**config.mk**
```make
export PLATFORM = sky130hd
export DESIGN_NAME = rv32i_instruction_decoder_flat
export DESIGN_NICKNAME = d
export VERILOG_FILES = /design/src/hdl/rv32id_pkg.sv /design/src/hdl/rv32id_if.sv /design/src/hdl/rv32id_decode.sv /design/src/hdl/rv32i_instruction_decoder.sv /design/src/flat_wrapper.sv
export SDC_FILE = /design/constraint.sdc
export NUM_CORES = 1
export LEC_CHECK = 0
export BUFFER_PORTS_ARGS = -buffer_cell sky130_fd_sc_hd__buf_2
export CAP_MARGIN = 20
export CORE_MARGIN = 4
export CORE_UTILIZATION = 56
export CTS_BUF_LIST = sky130_fd_sc_hd__clkbuf_16
export DETAILED_ROUTE_END_ITERATION = 16
export PLACE_DENSITY = 0.91
export SKIP_LAST_GASP = 1
export SYNTH_ARGS = -nofsm -noshare
export SYNTH_HDL_FRONTEND = slang
export SYNTH_SLANG_ARGS = --single-unit
```
**constraint.sdc**
```tcl
create_clock -name clk -period 5.61 [get_ports clk]
set_input_delay 1.122 -clock clk [delete_from_list [all_inputs] [get_ports clk]]
set_output_delay 1.122 -clock clk [all_outputs]
set_load 0.02 [all_outputs]
```
**src/hdl/rv32id_pkg.sv**
```systemverilog
// shared types, codes and lookup functions for the rv32i instruction decoder
package rv32id_pkg;

	// major opcodes of the rv32i base set
	localparam logic [6:0] OPC_REG    = 7'h33;
	localparam logic [6:0] OPC_IMM    = 7'h13;
	localparam logic [6:0] OPC_LOAD   = 7'h03;
	localparam logic [6:0] OPC_STORE  = 7'h23;
	localparam logic [6:0] OPC_BRANCH = 7'h63;
	localparam logic [6:0] OPC_LUI    = 7'h37;
	localparam logic [6:0] OPC_AUIPC  = 7'h17;
	localparam logic [6:0] OPC_JAL    = 7'h6F;
	localparam logic [6:0] OPC_JALR   = 7'h67;

	// funct7 values that select the base and alternate operations
	localparam logic [6:0] F7_BASE = 7'h00;
	localparam logic [6:0] F7_ALT  = 7'h20;

	// funct3 codes that need special handling
	localparam logic [2:0] F3_ADD_SUB = 3'd0;
	localparam logic [2:0] F3_SHR     = 3'd5;

	// low immediate bits cleared for the u format
	localparam logic [31:0] UPPER_MASK = 32'hFFFF_F000;

	typedef enum logic [2:0] {
		FMT_NONE = 3'd0,
		FMT_R    = 3'd1,
		FMT_I    = 3'd2,
		FMT_S    = 3'd3,
		FMT_B    = 3'd4,
		FMT_U    = 3'd5,
		FMT_J    = 3'd6
	} fmt_t;

	typedef enum logic [5:0] {
		ID_UNKNOWN = 6'd0,
		ID_ADD   = 6'd1,  ID_SLL   = 6'd2,  ID_SLT   = 6'd3,  ID_SLTU  = 6'd4,
		ID_XOR   = 6'd5,  ID_SRL   = 6'd6,  ID_OR    = 6'd7,  ID_AND   = 6'd8,
		ID_SUB   = 6'd9,  ID_SRA   = 6'd10,
		ID_ADDI  = 6'd11, ID_SLTI  = 6'd12, ID_SLTIU = 6'd13, ID_XORI  = 6'd14,
		ID_ORI   = 6'd15, ID_ANDI  = 6'd16,
		ID_SLLI  = 6'd17, ID_SRLI  = 6'd18, ID_SRAI  = 6'd19,
		ID_LB    = 6'd20, ID_LH    = 6'd21, ID_LW    = 6'd22, ID_LBU   = 6'd23,
		ID_LHU   = 6'd24,
		ID_SB    = 6'd25, ID_SH    = 6'd26, ID_SW    = 6'd27,
		ID_BEQ   = 6'd28, ID_BNE   = 6'd29, ID_BLT   = 6'd30, ID_BGE   = 6'd31,
		ID_BLTU  = 6'd32, ID_BGEU  = 6'd33,
		ID_LUI   = 6'd34, ID_AUIPC = 6'd35, ID_JAL   = 6'd36, ID_JALR  = 6'd37
	} instr_id_t;

	// one decoded item
	typedef struct packed {
		logic [6:0]         major_opcode;
		logic [4:0]         dest_reg;
		logic [2:0]         minor_func;
		logic [4:0]         src_reg_a;
		logic [4:0]         src_reg_b;
		logic [6:0]         upper_func;
		fmt_t               format_class;
		logic signed [31:0] immediate;
		instr_id_t          instr_id;
	} dec_result_t;

	// register-register ops with base funct7
	function automatic instr_id_t id_reg_base(input logic [2:0] f3);
		instr_id_t id;
		unique case (f3)
			3'd0:    id = ID_ADD;
			3'd1:    id = ID_SLL;
			3'd2:    id = ID_SLT;
			3'd3:    id = ID_SLTU;
			3'd4:    id = ID_XOR;
			3'd5:    id = ID_SRL;
			3'd6:    id = ID_OR;
			default: id = ID_AND;
		endcase
		return id;
	endfunction

	// register-immediate ops other than right shifts
	function automatic instr_id_t id_imm(input logic [2:0] f3);
		instr_id_t id;
		unique case (f3)
			3'd0:    id = ID_ADDI;
			3'd1:    id = ID_SLLI;
			3'd2:    id = ID_SLTI;
			3'd3:    id = ID_SLTIU;
			3'd4:    id = ID_XORI;
			3'd6:    id = ID_ORI;
			3'd7:    id = ID_ANDI;
			default: id = ID_UNKNOWN;
		endcase
		return id;
	endfunction

	// loads
	function automatic instr_id_t id_load(input logic [2:0] f3);
		instr_id_t id;
		unique case (f3)
			3'd0:    id = ID_LB;
			3'd1:    id = ID_LH;
			3'd2:    id = ID_LW;
			3'd4:    id = ID_LBU;
			3'd5:    id = ID_LHU;
			default: id = ID_UNKNOWN;
		endcase
		return id;
	endfunction

	// stores
	function automatic instr_id_t id_store(input logic [2:0] f3);
		instr_id_t id;
		unique case (f3)
			3'd0:    id = ID_SB;
			3'd1:    id = ID_SH;
			3'd2:    id = ID_SW;
			default: id = ID_UNKNOWN;
		endcase
		return id;
	endfunction

	// conditional branches
	function automatic instr_id_t id_branch(input logic [2:0] f3);
		instr_id_t id;
		unique case (f3)
			3'd0:    id = ID_BEQ;
			3'd1:    id = ID_BNE;
			3'd4:    id = ID_BLT;
			3'd5:    id = ID_BGE;
			3'd6:    id = ID_BLTU;
			3'd7:    id = ID_BGEU;
			default: id = ID_UNKNOWN;
		endcase
		return id;
	endfunction

endpackage

```
**src/hdl/rv32id_if.sv**
```systemverilog
// valid/ready channel interfaces for instruction words and decoded items

interface rv32id_instr_if;
	logic        valid;
	logic        ready;
	logic [31:0] instr_word;

	modport source (output valid, output instr_word, input ready);
	modport sink (input valid, input instr_word, output ready);
endinterface

interface rv32id_dec_if;
	logic               valid;
	logic               ready;
	logic [6:0]         major_opcode;
	logic [4:0]         dest_reg;
	logic [2:0]         minor_func;
	logic [4:0]         src_reg_a;
	logic [4:0]         src_reg_b;
	logic [6:0]         upper_func;
	logic [2:0]         format_class;
	logic signed [31:0] immediate;
	logic [5:0]         instr_id;

	modport source (
		output valid, output major_opcode, output dest_reg, output minor_func,
		output src_reg_a, output src_reg_b, output upper_func, output format_class,
		output immediate, output instr_id, input ready
	);
	modport sink (
		input valid, input major_opcode, input dest_reg, input minor_func,
		input src_reg_a, input src_reg_b, input upper_func, input format_class,
		input immediate, input instr_id, output ready
	);
endinterface

```
**src/hdl/rv32id_decode.sv**
```systemverilog
// combinational field split, format class, immediate and identity decode
module rv32id_decode (
	input  logic [31:0]                instr_word,
	output rv32id_pkg::dec_result_t    result
);
	import rv32id_pkg::*;

	logic [6:0]  opc;
	logic [2:0]  f3;
	logic [6:0]  f7;
	logic [31:0] imm_i;
	logic [31:0] imm_s;
	logic [31:0] imm_b;
	logic [31:0] imm_u;
	logic [31:0] imm_j;

	assign opc = instr_word[6:0];
	assign f3  = instr_word[14:12];
	assign f7  = instr_word[31:25];

	// immediates of every format, sign extended from bit 31
	assign imm_i = {{20{instr_word[31]}}, instr_word[31:20]};
	assign imm_s = {{20{instr_word[31]}}, instr_word[31:25], instr_word[11:7]};
	assign imm_b = {{19{instr_word[31]}}, instr_word[31], instr_word[7],
		instr_word[30:25], instr_word[11:8], 1'b0};
	assign imm_u = instr_word & UPPER_MASK;
	assign imm_j = {{11{instr_word[31]}}, instr_word[31], instr_word[19:12],
		instr_word[20], instr_word[30:21], 1'b0};

	// raw fields pass straight through, opcode selects format, immediate and identity
	always_comb begin
		result.major_opcode = opc;
		result.dest_reg     = instr_word[11:7];
		result.minor_func   = f3;
		result.src_reg_a    = instr_word[19:15];
		result.src_reg_b    = instr_word[24:20];
		result.upper_func   = f7;
		result.format_class = FMT_NONE;
		result.immediate    = '0;
		result.instr_id     = ID_UNKNOWN;
		unique case (opc)
			OPC_REG: begin
				result.format_class = FMT_R;
				if (f7 == F7_BASE) begin
					result.instr_id = id_reg_base(f3);
				end else if (f7 == F7_ALT) begin
					if (f3 == F3_ADD_SUB) begin
						result.instr_id = ID_SUB;
					end else if (f3 == F3_SHR) begin
						result.instr_id = ID_SRA;
					end
				end
			end
			OPC_IMM: begin
				result.format_class = FMT_I;
				result.immediate    = imm_i;
				if (f3 == F3_SHR) begin
					if (f7 == F7_BASE) begin
						result.instr_id = ID_SRLI;
					end else if (f7 == F7_ALT) begin
						result.instr_id = ID_SRAI;
					end
				end else begin
					result.instr_id = id_imm(f3);
				end
			end
			OPC_LOAD: begin
				result.format_class = FMT_I;
				result.immediate    = imm_i;
				result.instr_id     = id_load(f3);
			end
			OPC_STORE: begin
				result.format_class = FMT_S;
				result.immediate    = imm_s;
				result.instr_id     = id_store(f3);
			end
			OPC_BRANCH: begin
				result.format_class = FMT_B;
				result.immediate    = imm_b;
				result.instr_id     = id_branch(f3);
			end
			OPC_LUI: begin
				result.format_class = FMT_U;
				result.immediate    = imm_u;
				result.instr_id     = ID_LUI;
			end
			OPC_AUIPC: begin
				result.format_class = FMT_U;
				result.immediate    = imm_u;
				result.instr_id     = ID_AUIPC;
			end
			OPC_JAL: begin
				result.format_class = FMT_J;
				result.immediate    = imm_j;
				result.instr_id     = ID_JAL;
			end
			OPC_JALR: begin
				result.format_class = FMT_I;
				result.immediate    = imm_i;
				result.instr_id     = ID_JALR;
			end
			default: begin
				result.format_class = FMT_NONE;
			end
		endcase
	end

endmodule

```
**src/hdl/rv32i_instruction_decoder.sv**
```systemverilog
// rv32i instruction decoder top level: input register, decode, result register
// pipeline: two register stages; an accepted item is held in the input register,
// decoded, then shown from the result register; one item per cycle while the
// output is ready, and the input register also loads whenever it is empty
// reset: arst_n clears both stage valid flags, so no item is shown after reset
module rv32i_instruction_decoder (
	input  logic              clk,
	input  logic              arst_n,
	rv32id_instr_if.sink      instr,
	rv32id_dec_if.source      decoded
);
	import rv32id_pkg::*;

	logic        valid_s1;
	logic [31:0] instr_s1;
	logic        valid_s2;
	dec_result_t result_s2;
	dec_result_t dec_result;
	logic        adv_s2;
	logic        in_take;

	// stage two loads when empty or when its item leaves
	assign adv_s2   = !valid_s2 || decoded.ready;
	assign instr.ready = !valid_s1 || adv_s2;
	assign in_take  = instr.valid && instr.ready;

	// stage one: input register
	always_ff @(posedge clk or negedge arst_n) begin
		if (!arst_n) begin
			valid_s1 <= 1'b0;
		end else if (instr.ready) begin
			valid_s1 <= instr.valid;
		end
	end

	always_ff @(posedge clk) begin
		if (in_take) begin
			instr_s1 <= instr.instr_word;
		end
	end

	rv32id_decode u_decode (
		.instr_word (instr_s1),
		.result     (dec_result)
	);

	// stage two: result register
	always_ff @(posedge clk or negedge arst_n) begin
		if (!arst_n) begin
			valid_s2 <= 1'b0;
		end else if (adv_s2) begin
			valid_s2 <= valid_s1;
		end
	end

	always_ff @(posedge clk) begin
		if (adv_s2 && valid_s1) begin
			result_s2 <= dec_result;
		end
	end

	// output channel
	assign decoded.valid        = valid_s2;
	assign decoded.major_opcode = result_s2.major_opcode;
	assign decoded.dest_reg     = result_s2.dest_reg;
	assign decoded.minor_func   = result_s2.minor_func;
	assign decoded.src_reg_a    = result_s2.src_reg_a;
	assign decoded.src_reg_b    = result_s2.src_reg_b;
	assign decoded.upper_func   = result_s2.upper_func;
	assign decoded.format_class = 3'(result_s2.format_class);
	assign decoded.immediate    = result_s2.immediate;
	assign decoded.instr_id     = 6'(result_s2.instr_id);

endmodule

```
**src/flat_wrapper.sv**
```systemverilog
// flat-port wrapper written by rule: the top's interface ports become plain ports
module rv32i_instruction_decoder_flat import rv32id_pkg::*;
  (clk, arst_n, instr_valid, instr_instr_word, instr_ready, decoded_valid, decoded_major_opcode, decoded_dest_reg, decoded_minor_func, decoded_src_reg_a, decoded_src_reg_b, decoded_upper_func, decoded_format_class, decoded_immediate, decoded_instr_id, decoded_ready);
  rv32id_instr_if instr_i ();
  rv32id_dec_if decoded_i ();
  input  logic clk;
  input  logic arst_n;
  input wire logic [$bits(instr_i.valid)-1:0] instr_valid;
  input wire logic [$bits(instr_i.instr_word)-1:0] instr_instr_word;
  output wire logic [$bits(instr_i.ready)-1:0] instr_ready;
  output wire logic [$bits(decoded_i.valid)-1:0] decoded_valid;
  output wire logic [$bits(decoded_i.major_opcode)-1:0] decoded_major_opcode;
  output wire logic [$bits(decoded_i.dest_reg)-1:0] decoded_dest_reg;
  output wire logic [$bits(decoded_i.minor_func)-1:0] decoded_minor_func;
  output wire logic [$bits(decoded_i.src_reg_a)-1:0] decoded_src_reg_a;
  output wire logic [$bits(decoded_i.src_reg_b)-1:0] decoded_src_reg_b;
  output wire logic [$bits(decoded_i.upper_func)-1:0] decoded_upper_func;
  output wire logic [$bits(decoded_i.format_class)-1:0] decoded_format_class;
  output wire logic [$bits(decoded_i.immediate)-1:0] decoded_immediate;
  output wire logic [$bits(decoded_i.instr_id)-1:0] decoded_instr_id;
  input wire logic [$bits(decoded_i.ready)-1:0] decoded_ready;
  assign instr_i.valid = instr_valid;
  assign instr_i.instr_word = instr_instr_word;
  assign instr_ready = instr_i.ready;
  assign decoded_valid = decoded_i.valid;
  assign decoded_major_opcode = decoded_i.major_opcode;
  assign decoded_dest_reg = decoded_i.dest_reg;
  assign decoded_minor_func = decoded_i.minor_func;
  assign decoded_src_reg_a = decoded_i.src_reg_a;
  assign decoded_src_reg_b = decoded_i.src_reg_b;
  assign decoded_upper_func = decoded_i.upper_func;
  assign decoded_format_class = decoded_i.format_class;
  assign decoded_immediate = decoded_i.immediate;
  assign decoded_instr_id = decoded_i.instr_id;
  assign decoded_i.ready = decoded_ready;
  rv32i_instruction_decoder u_core (.clk(clk), .arst_n(arst_n), .instr(instr_i), .decoded(decoded_i));
endmodule
```
### Word level (Yosys, flattened, before mapping)

Index checks and enable logic that the tools add are counted.

| storage, ports and cells | value |
|---|---|
| flip-flop bits (word level) | 107 |
| bits in latches | 0 |
| memory bits (writable) | 0 |
| ROM bits | 0 |
| bits of input ports | 36 |
| output and inout port bits | 75 |
| memories | 0 |

| cells by class | value |
|---|---|
| add/sub/neg operators | 0 |
| $mul | 0 |
| divide/modulo/power cells | 0 |
| $lt $le $gt $ge | 0 |
| equality and inequality tests | 17 |
| shift-type cells | 0 |
| muxes and demuxes | 15 |
| bitwise operators | 0 |
| reductions and logical operators | 10 |

Operators by type and width:

| kind | number |
|---|---|
| case mux 32 bit (5 select lines) | 1 |
| case mux 6 bit (9 select lines) | 1 |
| case mux 6 bit (6 select lines) | 1 |
| case mux 5 bit (7 select lines) | 1 |
| == test 7 x 6 -> 1 bit, second input constant | 4 |
| case mux 4 bit (7 select lines) | 1 |
| case mux 5 bit (5 select lines) | 1 |
| two-way mux 6 bit | 4 |
| == test 7 bit, second input constant | 3 |
| case mux 3 bit (6 select lines) | 1 |
| case mux 5 bit (3 select lines) | 1 |
| == test 7 x 5 -> 1 bit, second input constant | 2 |
| == test 3 bit, second input constant | 4 |
| two-way mux 5 bit | 2 |
| == test 7 x 2 -> 1 bit, second input constant | 1 |
| logical NOT 7 bit | 1 |
| == test 3 x 2 -> 1 bit, second input constant | 2 |
| two-way mux 4 bit | 1 |
| == test 3 x 1 -> 1 bit, second input constant | 1 |
| logical NOT 3 bit | 1 |
| OR reduction 3 bit | 1 |
| logical AND 1 bit | 2 |
| logical NOT 1 bit | 2 |
| logical OR 1 bit | 2 |
| OR reduction 2 bit | 1 |

### Longest topological paths before layout

Gate-level depths: netlist of run 1.

| depth | value |
|---|---|
| depth after elaboration | 6 |
| mapped depth | 7 |
| gate-level depth less buffers | 4 |

### By module

Synthesis of run 1 repeated with hierarchy kept, for this count alone.

| unflattened totals | value |
|---|---|
| cells, all modules | 300 |
| area, all modules | 4,510.6 um^2 |

By module, submodules not included:

| module | times used | cells an instance | area an instance (um^2) | seq. area each (um^2) |
|---|---|---|---|---|
| rv32i_instruction_decoder | 1 | 113 | 3,256.9 | 3,203.1 |
| rv32id_decode | 1 | 187 | 1,253.7 | 0.0 |

### Worst setup path after synthesis of run 1

No wires, ideal clock.

| path | value |
|---|---|
| path type | input port to flip-flop |
| start | in decoded_ready |
| end | reg u_core.result_s2 (netlist bit u_core.decoded.dest_reg[0]), enable pin |
| library setup time | 439 ps |
| data arrival time | 2,944 ps |
| data required time | 5,171 ps |
| setup slack | 2,227 ps |
| stages | 2 |
| buffers on the path | 0 |
| cells stage by stage | nand2b_1 -> and2_1 |

| on the way | value |
|---|---|
| longest elaborated chain between the ends | 2 |

Ends and longest elaborated chain:

| element | line | RTL |
|---|---|---|
| from (decl) | flat_wrapper.sv:21 | `input wire logic [$bits(decoded_i.ready)-1:0] decoded_ready;` |
| logical OR 1 bit | rv32i_instruction_decoder.sv:23 | `assign adv_s2 = !valid_s2 \|\| decoded.ready;` |
| logical AND 1 bit | rv32i_instruction_decoder.sv:57 | `if (adv_s2 && valid_s1) begin` |
| to (signal assigned) | rv32i_instruction_decoder.sv:58 | `result_s2 <= dec_result;` |
| to (decl) | rv32i_instruction_decoder.sv:17 | `dec_result_t result_s2;` |

Every way passes these cells.
A chain may end at the register's enable or synchronous reset.

### Worst setup path after layout of run 1

| path | value |
|---|---|
| start | in decoded_ready |
| end | out instr_ready |

| on the way | value |
|---|---|
| longest elaborated chain between the ends | 2 |

Ends and longest elaborated chain:

| element | line | RTL |
|---|---|---|
| logical OR 1 bit | rv32i_instruction_decoder.sv:23 |  |
| logical OR 1 bit | rv32i_instruction_decoder.sv:24 | `assign instr.ready = !valid_s1 \|\| adv_s2;` |
| to (decl) | flat_wrapper.sv:10 | `output wire logic [$bits(instr_i.ready)-1:0] instr_ready;` |

Every way passes these cells.

==> results_dict.tcl, run 1 <==
set metrics [dict create \
    hold_violations 0 \
    worst_hold_path.num_cells 0 \
    number_of_non_filler_instances_in_the_completed_layout 471 \
    required_ns 4.49 \
    post-route-worst-setup-slack_ns 2.90 \
    die_height_um 94.5 \
    finish.instance_area_mm2 0.00510 \
    leakage_nw 2.14 \
    timing.final.setup_violations 0 \
    antennaDiodeCount 0 \
    cts_hold_buffers 0 \
    ff_latch_area_mm2 0.00320 \
    initial_antenna_violation_count 0 \
    syn_inst_count 260 \
    reg2reg_setup_slack_ns 3.34 \
    min_period_over_period_pct 48.4 \
    timing.critical_path.to_type "output port" \
    worst-slew-pin-transition_ns 1.00 \
    grt_setup_unrepaired "no" \
    fmaxAchievable_ghz 0.369 \
    numClockSinks 107 \
    globalRouteTotalUtil_pct 19.4 \
    worst_hold_path_type "flop to flop" \
    io_pins 111 \
    final_common_cell "buf_2" \
    floorplan.initialDensity_pct 57.7 \
    synthArstFlopShare_pct 1.87 \
    ys_flop_type "edfxtp_1" \
    cp-start-kind "input pin" \
    path_clk_slew_ns 0.07 \
    core_mm2 0.00725 \
    p_comb_share_pct 9.5 \
    detail_route.wirelength_um 8490 \
    first_iter_violations 222 \
    drv_cap 0 \
    layout.cells.most_common_list "buf_2, edfxtp_1, a21o_1" \
    crit_path_max_fanout 3 \
    pwr-share-clk_pct 33.8 \
    power_density_mw_per_mm2 338 \
    post_synthesis_cell_type_count 53 \
    detail-route-antenna-nets 0 \
    post_synth.cell_area_avg_um2 16.1 \
    ys_ff_latch 107 \
    dp_cells 455 \
    vias 2657 \
    timing.setup.critical_path_class "input pin to output port" \
    vias_in_the_first_global_route 2471 \
    multi_input_area_um2 922 \
    grt_max_degree 74 \
    finish.net_count 403 \
    synth-edff-count 105 \
    clk_root_buffer_cell "clkbuf_16" \
    switching_share_pct 24.5 \
    h-tree-depth 3 \
    detailedPlacementHpwl_um 5630 \
    clock_tree.buffer_depth 2 \
    drc 0 \
    place_area_mm2 0.00481 \
    cell_internal_pwr_mw 1.30 \
    worst_vdd_ir_v 0.000257 \
    power.sequential.fraction_pct 56.8 \
    run_status "finished clean" \
    die_area_mm2 0.00893 \
    clock_insertion_delay_worst_skew_ns 0.34 \
    synth_sequential_area_ratio_pct 76.5 \
    grt_remaining_overflow 0 \
    drt_pass_1_iters 5 \
    finalPower_mw 1.73 \
    finalCriticalPeriod_ns 2.71 \
    maxSlewHeadroom_pct 32.7 \
    critical_path_arrival_ns 1.59 \
    cts.repair_timing.setup_buffer_count 0 \
    syn_to_final_growth_pct 21.8 \
    setup-tns-final_ns 0 \
    num-fill-cells 482 \
    clock_skew_ns 0.0110 \
    r2r.worst_path.cells 4 \
    detail_route.vias_per_cell 5.64 \
    placement.io_buffers 110 \
    yosysWarnings 0 \
    netlist_area_mm2 0.00419 \
    power.switching_mw 0.423 \
    die_x_um 94.5 \
    first_pass_grt_wire_length_um 12900 \
    synthesized_netlist_net_count 296 \
    row_count 31 \
    tritoncts.num_buffers 9 \
    slew_violations 0 \
    tritoncts "yes" \
    post_cts.resized_instances 0 \
    drive_above_1_share_pct 35.8 \
    wire_per_inst_um 18.0 \
    worst_setup_timing_slack_at_the_placement_stage_ns 2.90 \
    gp_routability_congestion 0.840 \
]
-- area by class of cell --
cell class	count	share of cell area (%)
clock buffer	9	4.42
clock inverter	7	1.15
inverter	2	0.147
multi-input combinational	136	18.1
sequential	107	62.8
tap	99	2.43
timing repair buffer	111	10.9
-- stage by stage --
stage	hold slack, ns	util, %
2_1_floorplan	0.424	-
3_3_place_gp	0.430	66.4
3_5_place_dp	0.440	66.4
4_1_cts	0.455	70.3
5_1_grt	0.459	70.3
6_report	0.459	70.3
-- power groups by stage --
stage	Combinational, mW	Clock (mW)	Sequential, mW
4_1_cts	0.165	0.588	0.980
2_1_floorplan	0.0606	0	1.03
3_3_place_gp	0.160	0	0.995
5_1_grt	0.176	0.624	0.986
6_report	0.163	0.583	0.980
3_5_place_dp	0.164	0	0.997
-- layer usage --
layer  global-route usage [%]  share of wire (%)  vias up
met5                        0                  0        -
met4                     9.25                2.5        0
li1                         -                  -     1232
met3                     4.54                8.1       21
met1                     26.8                 42     1267
met2                     29.6                 48      137
-- synth_stat cells, drive strengths merged, types with 2 or more instances --
master    n  area, um2
buf       4       25.0
clkbuf   11       41.3
nand4     2       12.5
nor3b     2       15.0
a221oi    2       17.5
nor4      2       18.8
edfxtp  105       3150
and3      2       12.5
nor2      6       22.5
inv       2       7.51
a22o      6       52.6
nor2b     8       50.1
or3       3       23.8
nor3      5       25.0
nand2b    8       50.1
a32o      2       20.0
nand2    11       41.3
nand3b    2       15.0
nand3     3       15.0
and4      2       17.5
or2       3       18.8
a21oi     5       25.0
o21ai    11       55.1
and2      5       31.3
dfrtp     2       50.1
a21o     22        165
xor2      2       17.5
-- final timing paths --
| check | from | to |
|---|---|---|
| min in group asynchronous | arst_n | u_core.decoded.valid$_DFFE_PN0P_ |
| setup reg to reg | u_core.instr_s1[5]$_DFFE_PP_ | u_core.decoded.immediate[10]$_DFFE_PP_ |
| hold / removal | u_core.instr_s1[16]$_DFFE_PP_ | u_core.decoded.src_reg_a[1]$_DFFE_PP_ |
| setup / recovery | decoded_ready | instr_ready |
| max in group asynchronous | arst_n | u_core.valid_s1$_DFFE_PN0N_ |
| hold reg to reg | u_core.instr_s1[16]$_DFFE_PP_ | u_core.decoded.src_reg_a[1]$_DFFE_PP_ |
-- worst max-delay path, stage by stage --
cell	delay, ns
buf_2	0.10
nand3b_1	0.18
buf_2	0.18
-- cells by family after synthesis --
| family | Yosys count | share of synthesized area [%] |
|---|---|---|
| AOI/OAI and AO/OA | 63 | 10.9 |
| and+or+nand+nor | 69 | 9.95 |
| buffers and inverters | 17 | 1.76 |
| xor gates and xnor gates | 3 | 0.628 |
| muxes | 1 | 0.239 |
| DFF | 107 | 76.5 |
Note: power is estimated with default switching activity, not from simulation.
==> inputs of run 2 (changes only) <==
Settings changed: ABC_AREA from default to 1, CORE_UTILIZATION 56 to 47, PLACE_DENSITY 0.91 to 0.82.
Clock period 5.61 ns to 2.4 ns, I/O delays scaled along.
==> results_dict.tcl, run 2 <==
set metrics [dict create \
    run_status "finished clean" \
    detail_route.vias_per_cell 5.02 \
    hold_violations 0 \
    yosysMostFrequentCell "edfxtp_1" \
    worst-slew-pin-transition_ns 0.462 \
    floorplan.initialDensity_pct 48.8 \
    die_area_mm2 0.0107 \
    power.switching_mw 1.04 \
    vias_in_the_first_global_route 2834 \
    synth_top_area_share_pct 73.4 \
    final_common_cell "buf_2" \
    critical_path_arrival_ns 1.76 \
    holdWs_ns 0.318 \
    finalPower_mw 4.24 \
    syn_inst_count 332 \
    drv_cap 0 \
    wire_per_inst_um 15.3 \
    antennaDiodeCount 0 \
    die_height_um 104 \
    numClockSinks 107 \
    synthTopCellsByArea "edfxtp_1, nand2_1, nand3_2" \
    clock_skew_ns 0.00680 \
    slew_violations 0 \
    synth-edff-count 105 \
    p_comb_share_pct 11.8 \
    detailedPlacementHpwl_um 6170 \
    setup-tns-final_ns 0 \
    num-fill-cells 694 \
    grt_setup_unrepaired "no" \
    grt_remaining_overflow 0 \
    critPathBufInv 2 \
    core_mm2 0.00881 \
    drt_pass_1_iters 5 \
    tritoncts.num_buffers 9 \
    critPathTopFamily "simple AND/OR/NAND/NOR gates" \
    pwr-share-clk_pct 33.0 \
    cp_slowest_cell "edfxtp_1" \
    worst_setup_timing_slack_at_the_placement_stage_ns 0.685 \
    startpoint "u_core.instr_s1[1]$_DFFE_PP_" \
    detail-route-antenna-nets 0 \
    layout.cells.most_common_list "buf_2, edfxtp_1, nand2_1" \
    cts.repair_timing.setup_buffer_count 0 \
    postLayoutCoreUtil_pct 60.0 \
    min_period_over_period_pct 70.6 \
    detail_route.wirelength_um 8630 \
    placement.io_buffers 110 \
    synth_largest_area_cell "edfxtp_1" \
    clk_root_buffer_cell "clkbuf_16" \
    synthesized_netlist_net_count 368 \
    cp-start-kind "flop" \
    cell_internal_pwr_mw 3.20 \
    grt_max_degree 74 \
    post_synthesis_cell_type_count 22 \
    drc 0 \
    globalRouteTotalUtil_pct 16.1 \
    crit_path_max_fanout 11 \
    required_ns 2.47 \
    initial_antenna_violation_count 0 \
    die_x_um 104 \
    clock_tree.buffer_depth 2 \
    ys_flop_type "edfxtp_1" \
    clock_insertion_delay_worst_skew_ns 0.33 \
    row_count 34 \
    netlist_area_mm2 0.00430 \
    critical_path_depth 8 \
    leakage_nw 2.42 \
    timing.critical_path.to_type "flop" \
    first_pass_grt_wire_length_um 13900 \
    h-tree-depth 3 \
    post-route-worst-setup-slack_ns 0.705 \
    fmaxAchievable_ghz 0.590 \
    timing.setup.critical_path_class "flop to flop" \
    max_stage_delay_ns 0.39 \
    critical_path.reg2reg.startpoint "u_core.instr_s1[1]$_DFFE_PP_" \
    io_pins 111 \
    drive_above_1_share_pct 36.0 \
    crit_path_cell_trace "nand2_1 -> inv_2 -> nand2_4 -> clkinv_1 -> nand3_2 -> nand2_2 -> nand2_2 -> nand3_2" \
    gp_routability_congestion 0.893 \
    ys_ff_latch 107 \
    finish.net_count 488 \
    power.sequential.fraction_pct 55.3 \
    r2r.worst_path.cells 8 \
    timing.hold.worst.start "instr_instr_word[10]" \
    path_clk_slew_ns 0.07 \
    synthArstFlopShare_pct 1.87 \
    post_synth.cell_area_avg_um2 12.9 \
    power_density_mw_per_mm2 802 \
    yosysWarnings 0 \
    synth_sequential_area_ratio_pct 74.5 \
    finalCriticalPeriod_ns 1.69 \
    worst_hold_path_type "input pin to flop" \
    tritoncts "yes" \
    worst_vdd_ir_v 0.000496 \
    syn_to_final_growth_pct 23.0 \
    first_iter_violations 144 \
    switching_share_pct 24.6 \
    netlist_top_cells_count "edfxtp_1, nand2_1, nor2_1" \
    vias 2832 \
    timing.final.setup_violations 0 \
    worst_hold_path.num_cells 1 \
    maxSlewHeadroom_pct 69.2 \
]
==> run 2: cell count changes after synthesis, moves of 5 or more <==
cell,delta
nand2b_1,-8
a22o_1,-6
and2_1,-5
nor2_1,+20
nand3_2,+13
clkbuf_1,-11
a21o_1,-22
nor2b_1,-8
inv_2,+9
nand2_1,+85
nand3_1,+19
inv_1,+20
==> run 2: timing repair <==
item                      4_1_cts  5_1_grt
hold endpoints to repair        2        0
hold buffers                    1        0
gates resized for setup         0        0
==> run 2: power by group through the flow <==
stage	clock network, mW	registers, mW	logic (mW)
floorplan	0	2.53	0.147
global placement	0	2.38	0.492
detailed placement	0	2.38	0.505
CTS	1.43	2.35	0.507
global route	1.51	2.36	0.537
finish	1.40	2.34	0.500
==> run 2: logic make-up after synthesis <==
family | after synthesis | synth area share, %
AO/OA/AOI/OAI | 15 | 2.45
AND/OR/NAND/NOR | 173 | 19.4
buffers and inverters | 37 | 3.67
flip-flops | 107 | 74.5
==> run 2: worst reg2reg max path: stages (launching register included) <==
cell and delay, ns:
edfxtp_1 0.39, nand2_1 0.12, inv_2 0.06, nand2_4 0.12, clkinv_1 0.10, nand3_2 0.12, nand2_2 0.12, nand2_2 0.29
nand3_2 0.12
==> run 2: through the flow <==
step / instance area, um2 / cells
CTS: 5290 / 564
detailed placement: 4990 / 548
global route: 5290 / 564
finish: 5290 / 564
global placement: 4990 / 548
floorplan: 4310 / 332
==> run 2: per-layer routing <==
layer,global-route usage (%),part of all wire (%),up-vias
met5,0,0,-
met4,5.41,1.3,0
met3,4.29,8.2,14
met2,28.0,50,138
met1,19.5,40,1308
li1,-,-,1372
==> run 2: cell type report <==
cell class	count	area, um2	area share (%)
repair buffers	114	596	11.3
flip-flops and latches	107	3200	60.6
multi-input cells	188	948	17.9
inverters	32	120	2.27
clock buffers	9	225	4.26
well taps	108	135	2.56
clock inverters	6	60.1	1.14
==> run 2: path summary, 6_finish.rpt <==
| kind | to | slack, ns |
|---|---|---|
| max in group asynchronous | u_core.valid_s1$_DFFE_PN0N_ | 1.84 |
| min in group asynchronous | u_core.decoded.valid$_DFFE_PN0P_ | 0.47 |
| setup / recovery | u_core.decoded.immediate[26]$_DFFE_PP_ | 0.71 |
| setup reg to reg | u_core.decoded.immediate[26]$_DFFE_PP_ | 0.71 |
| hold / removal | u_core.instr_s1[10]$_DFFE_PP_ | 0.32 |
| hold reg to reg | u_core.decoded.src_reg_a[0]$_DFFE_PP_ | 0.45 |
==> inputs of run 3 (changes only) <==
Settings changed: CORE_UTILIZATION 47 to 52, PLACE_DENSITY 0.82 to 0.86.
Clock period 2.4 ns to 1.7 ns, I/O delays scaled along.
==> results_dict.tcl, run 3 (synthesis results as in run 2) <==
set metrics [dict create \
    vias_in_the_first_global_route 2679 \
    finalCriticalPeriod_ns 1.60 \
    finish.net_count 494 \
    die_height_um 98.9 \
    die_area_mm2 0.00978 \
    placement.io_buffers 110 \
    detail-route-antenna-nets 0 \
    postLayoutCoreUtil_pct 68.1 \
    crit_path_max_fanout 8 \
    path_clk_slew_ns 0.08 \
    layout.cells.most_common_list "buf_2, edfxtp_1, nand2_1" \
    leakage_nw 2.47 \
    detail_route.vias_per_cell 4.96 \
    number_of_non_filler_instances_in_the_completed_layout 565 \
    worst_hold_path_type "input pin to flop" \
    required_ns 1.78 \
    numClockSinks 107 \
    drv_cap 0 \
    h-tree-depth 3 \
    fmaxAchievable_ghz 0.626 \
    globalRouteTotalUtil_pct 17.4 \
    wire_per_inst_um 14.7 \
    holdWs_ns 0.167 \
    startpoint "u_core.instr_s1[1]$_DFFE_PP_" \
    drc 0 \
    gp_routability_congestion 0.872 \
    tritoncts "yes" \
    final_common_cell "buf_2" \
    io_pins 111 \
    timing.critical_path.to_type "flop" \
    syn_to_final_growth_pct 25.1 \
    worst_setup_timing_slack_at_the_placement_stage_ns 0.0137 \
    setup-tns-final_ns 0 \
    floorplan.initialDensity_pct 54.5 \
    place_area_mm2 0.00504 \
    dp_cells 547 \
    grt_remaining_overflow 0 \
    critical_path.reg2reg.startpoint "u_core.instr_s1[1]$_DFFE_PP_" \
    vias 2804 \
    min_period_over_period_pct 94.0 \
    first_pass_grt_wire_length_um 13200 \
    die_x_um 98.9 \
    finalPower_mw 6.03 \
    core_mm2 0.00789 \
    row_count 32 \
    first_iter_violations 200 \
    antennaDiodeCount 0 \
    initial_antenna_violation_count 0 \
    clock_skew_ns 0.0134 \
    clock_tree.buffer_depth 2 \
    clock_insertion_delay_worst_skew_ns 0.34 \
    finish.instance_area_mm2 0.00538 \
    worst_vdd_ir_v 0.000874 \
    timing.setup.critical_path_class "flop to flop" \
    drive_above_1_share_pct 38.2 \
    hold_violations 0 \
    detailedPlacementHpwl_um 6060 \
    timing.hold.worst.start "instr_instr_word[26]" \
    drt_pass_1_iters 5 \
    post-route-worst-setup-slack_ns 0.101 \
    maxSlewHeadroom_pct 73.9 \
    clk_root_buffer_cell "clkbuf_16" \
    power_density_mw_per_mm2 1120 \
    detail_route.wirelength_um 8320 \
    tritoncts.num_buffers 9 \
    critical_path_arrival_ns 1.68 \
    cp-start-kind "flop" \
    grt_max_degree 74 \
    slew_violations 0 \
    timing.final.setup_violations 0 \
    worst-slew-pin-transition_ns 0.389 \
    run_status "finished clean" \
]
[run 3: cell types whose count changed in the layout (fill, tap and decap cells not counted), sizes merged]
| cell | delta |
|---|---|
| buf | +6 |
| inv | +2 |
| bufinv | -1 |
| clkinv | +1 |
| clkinvlp | -1 |
[run 3: critical path, cell delays in order, from the launching register on]
cell	delay, ns
edfxtp_1	0.39
nand2_1	0.12
inv_2	0.06
nand2_4	0.12
nor2_4	0.07
inv_2	0.11
nand2_8	0.09
o21ai_4	0.27
nand2_1	0.10
[run 3: cell type report]
cell class	instances	area (um2)
Sequential cell	107	3200
Fill cell	566	2510
Inverter	32	126
Clock inverter	7	75.1
Timing Repair Buffer	120	653
Clock buffer	9	225
Multi-Input combinational cell	188	963
Tap cell	102	128
[run 3: timing repair]
item / in CTS / in global routing
endpoints found under the hold margin: 2 / 0
gates resized for setup: 0 / 5
hold buffers: 1 / 0
endpoints found under the setup margin: 0 / 20
setup buffers: 0 / 1
[run 3: routing by layer]
| layer | GRT usage, % | vias to the layer above | wire length, um |
|---|---|---|---|
| met5 | 0 | - | 0 |
| met2 | 28.2 | 117 | 4220 |
| li1 | - | 1387 | - |
| met3 | 3.75 | 15 | 526 |
| met1 | 23.0 | 1285 | 3410 |
| met4 | 6.93 | 0 | 164 |
[run 3: power by group]
group          total, mW  internal [mW]  switching [mW]
logic              0.735          0.218           0.516
registers           3.29           3.19          0.0998
clock network       2.01           1.04           0.962
[run 3: worst paths after layout]
kind,depth (start not counted),slack (ns),end
worst max-delay path,8,0.10,u_core.decoded.immediate[14]$_DFFE_PP_
worst min-delay path,1,0.17,u_core.instr_s1[26]$_DFFE_PP_
worst max register to register,8,0.10,u_core.decoded.immediate[14]$_DFFE_PP_
worst min register to register,0,0.45,u_core.decoded.src_reg_a[2]$_DFFE_PP_
max in group asynchronous,2,1.29,u_core.decoded.valid$_DFFE_PN0P_
min in group asynchronous,2,0.30,u_core.valid_s1$_DFFE_PN0N_
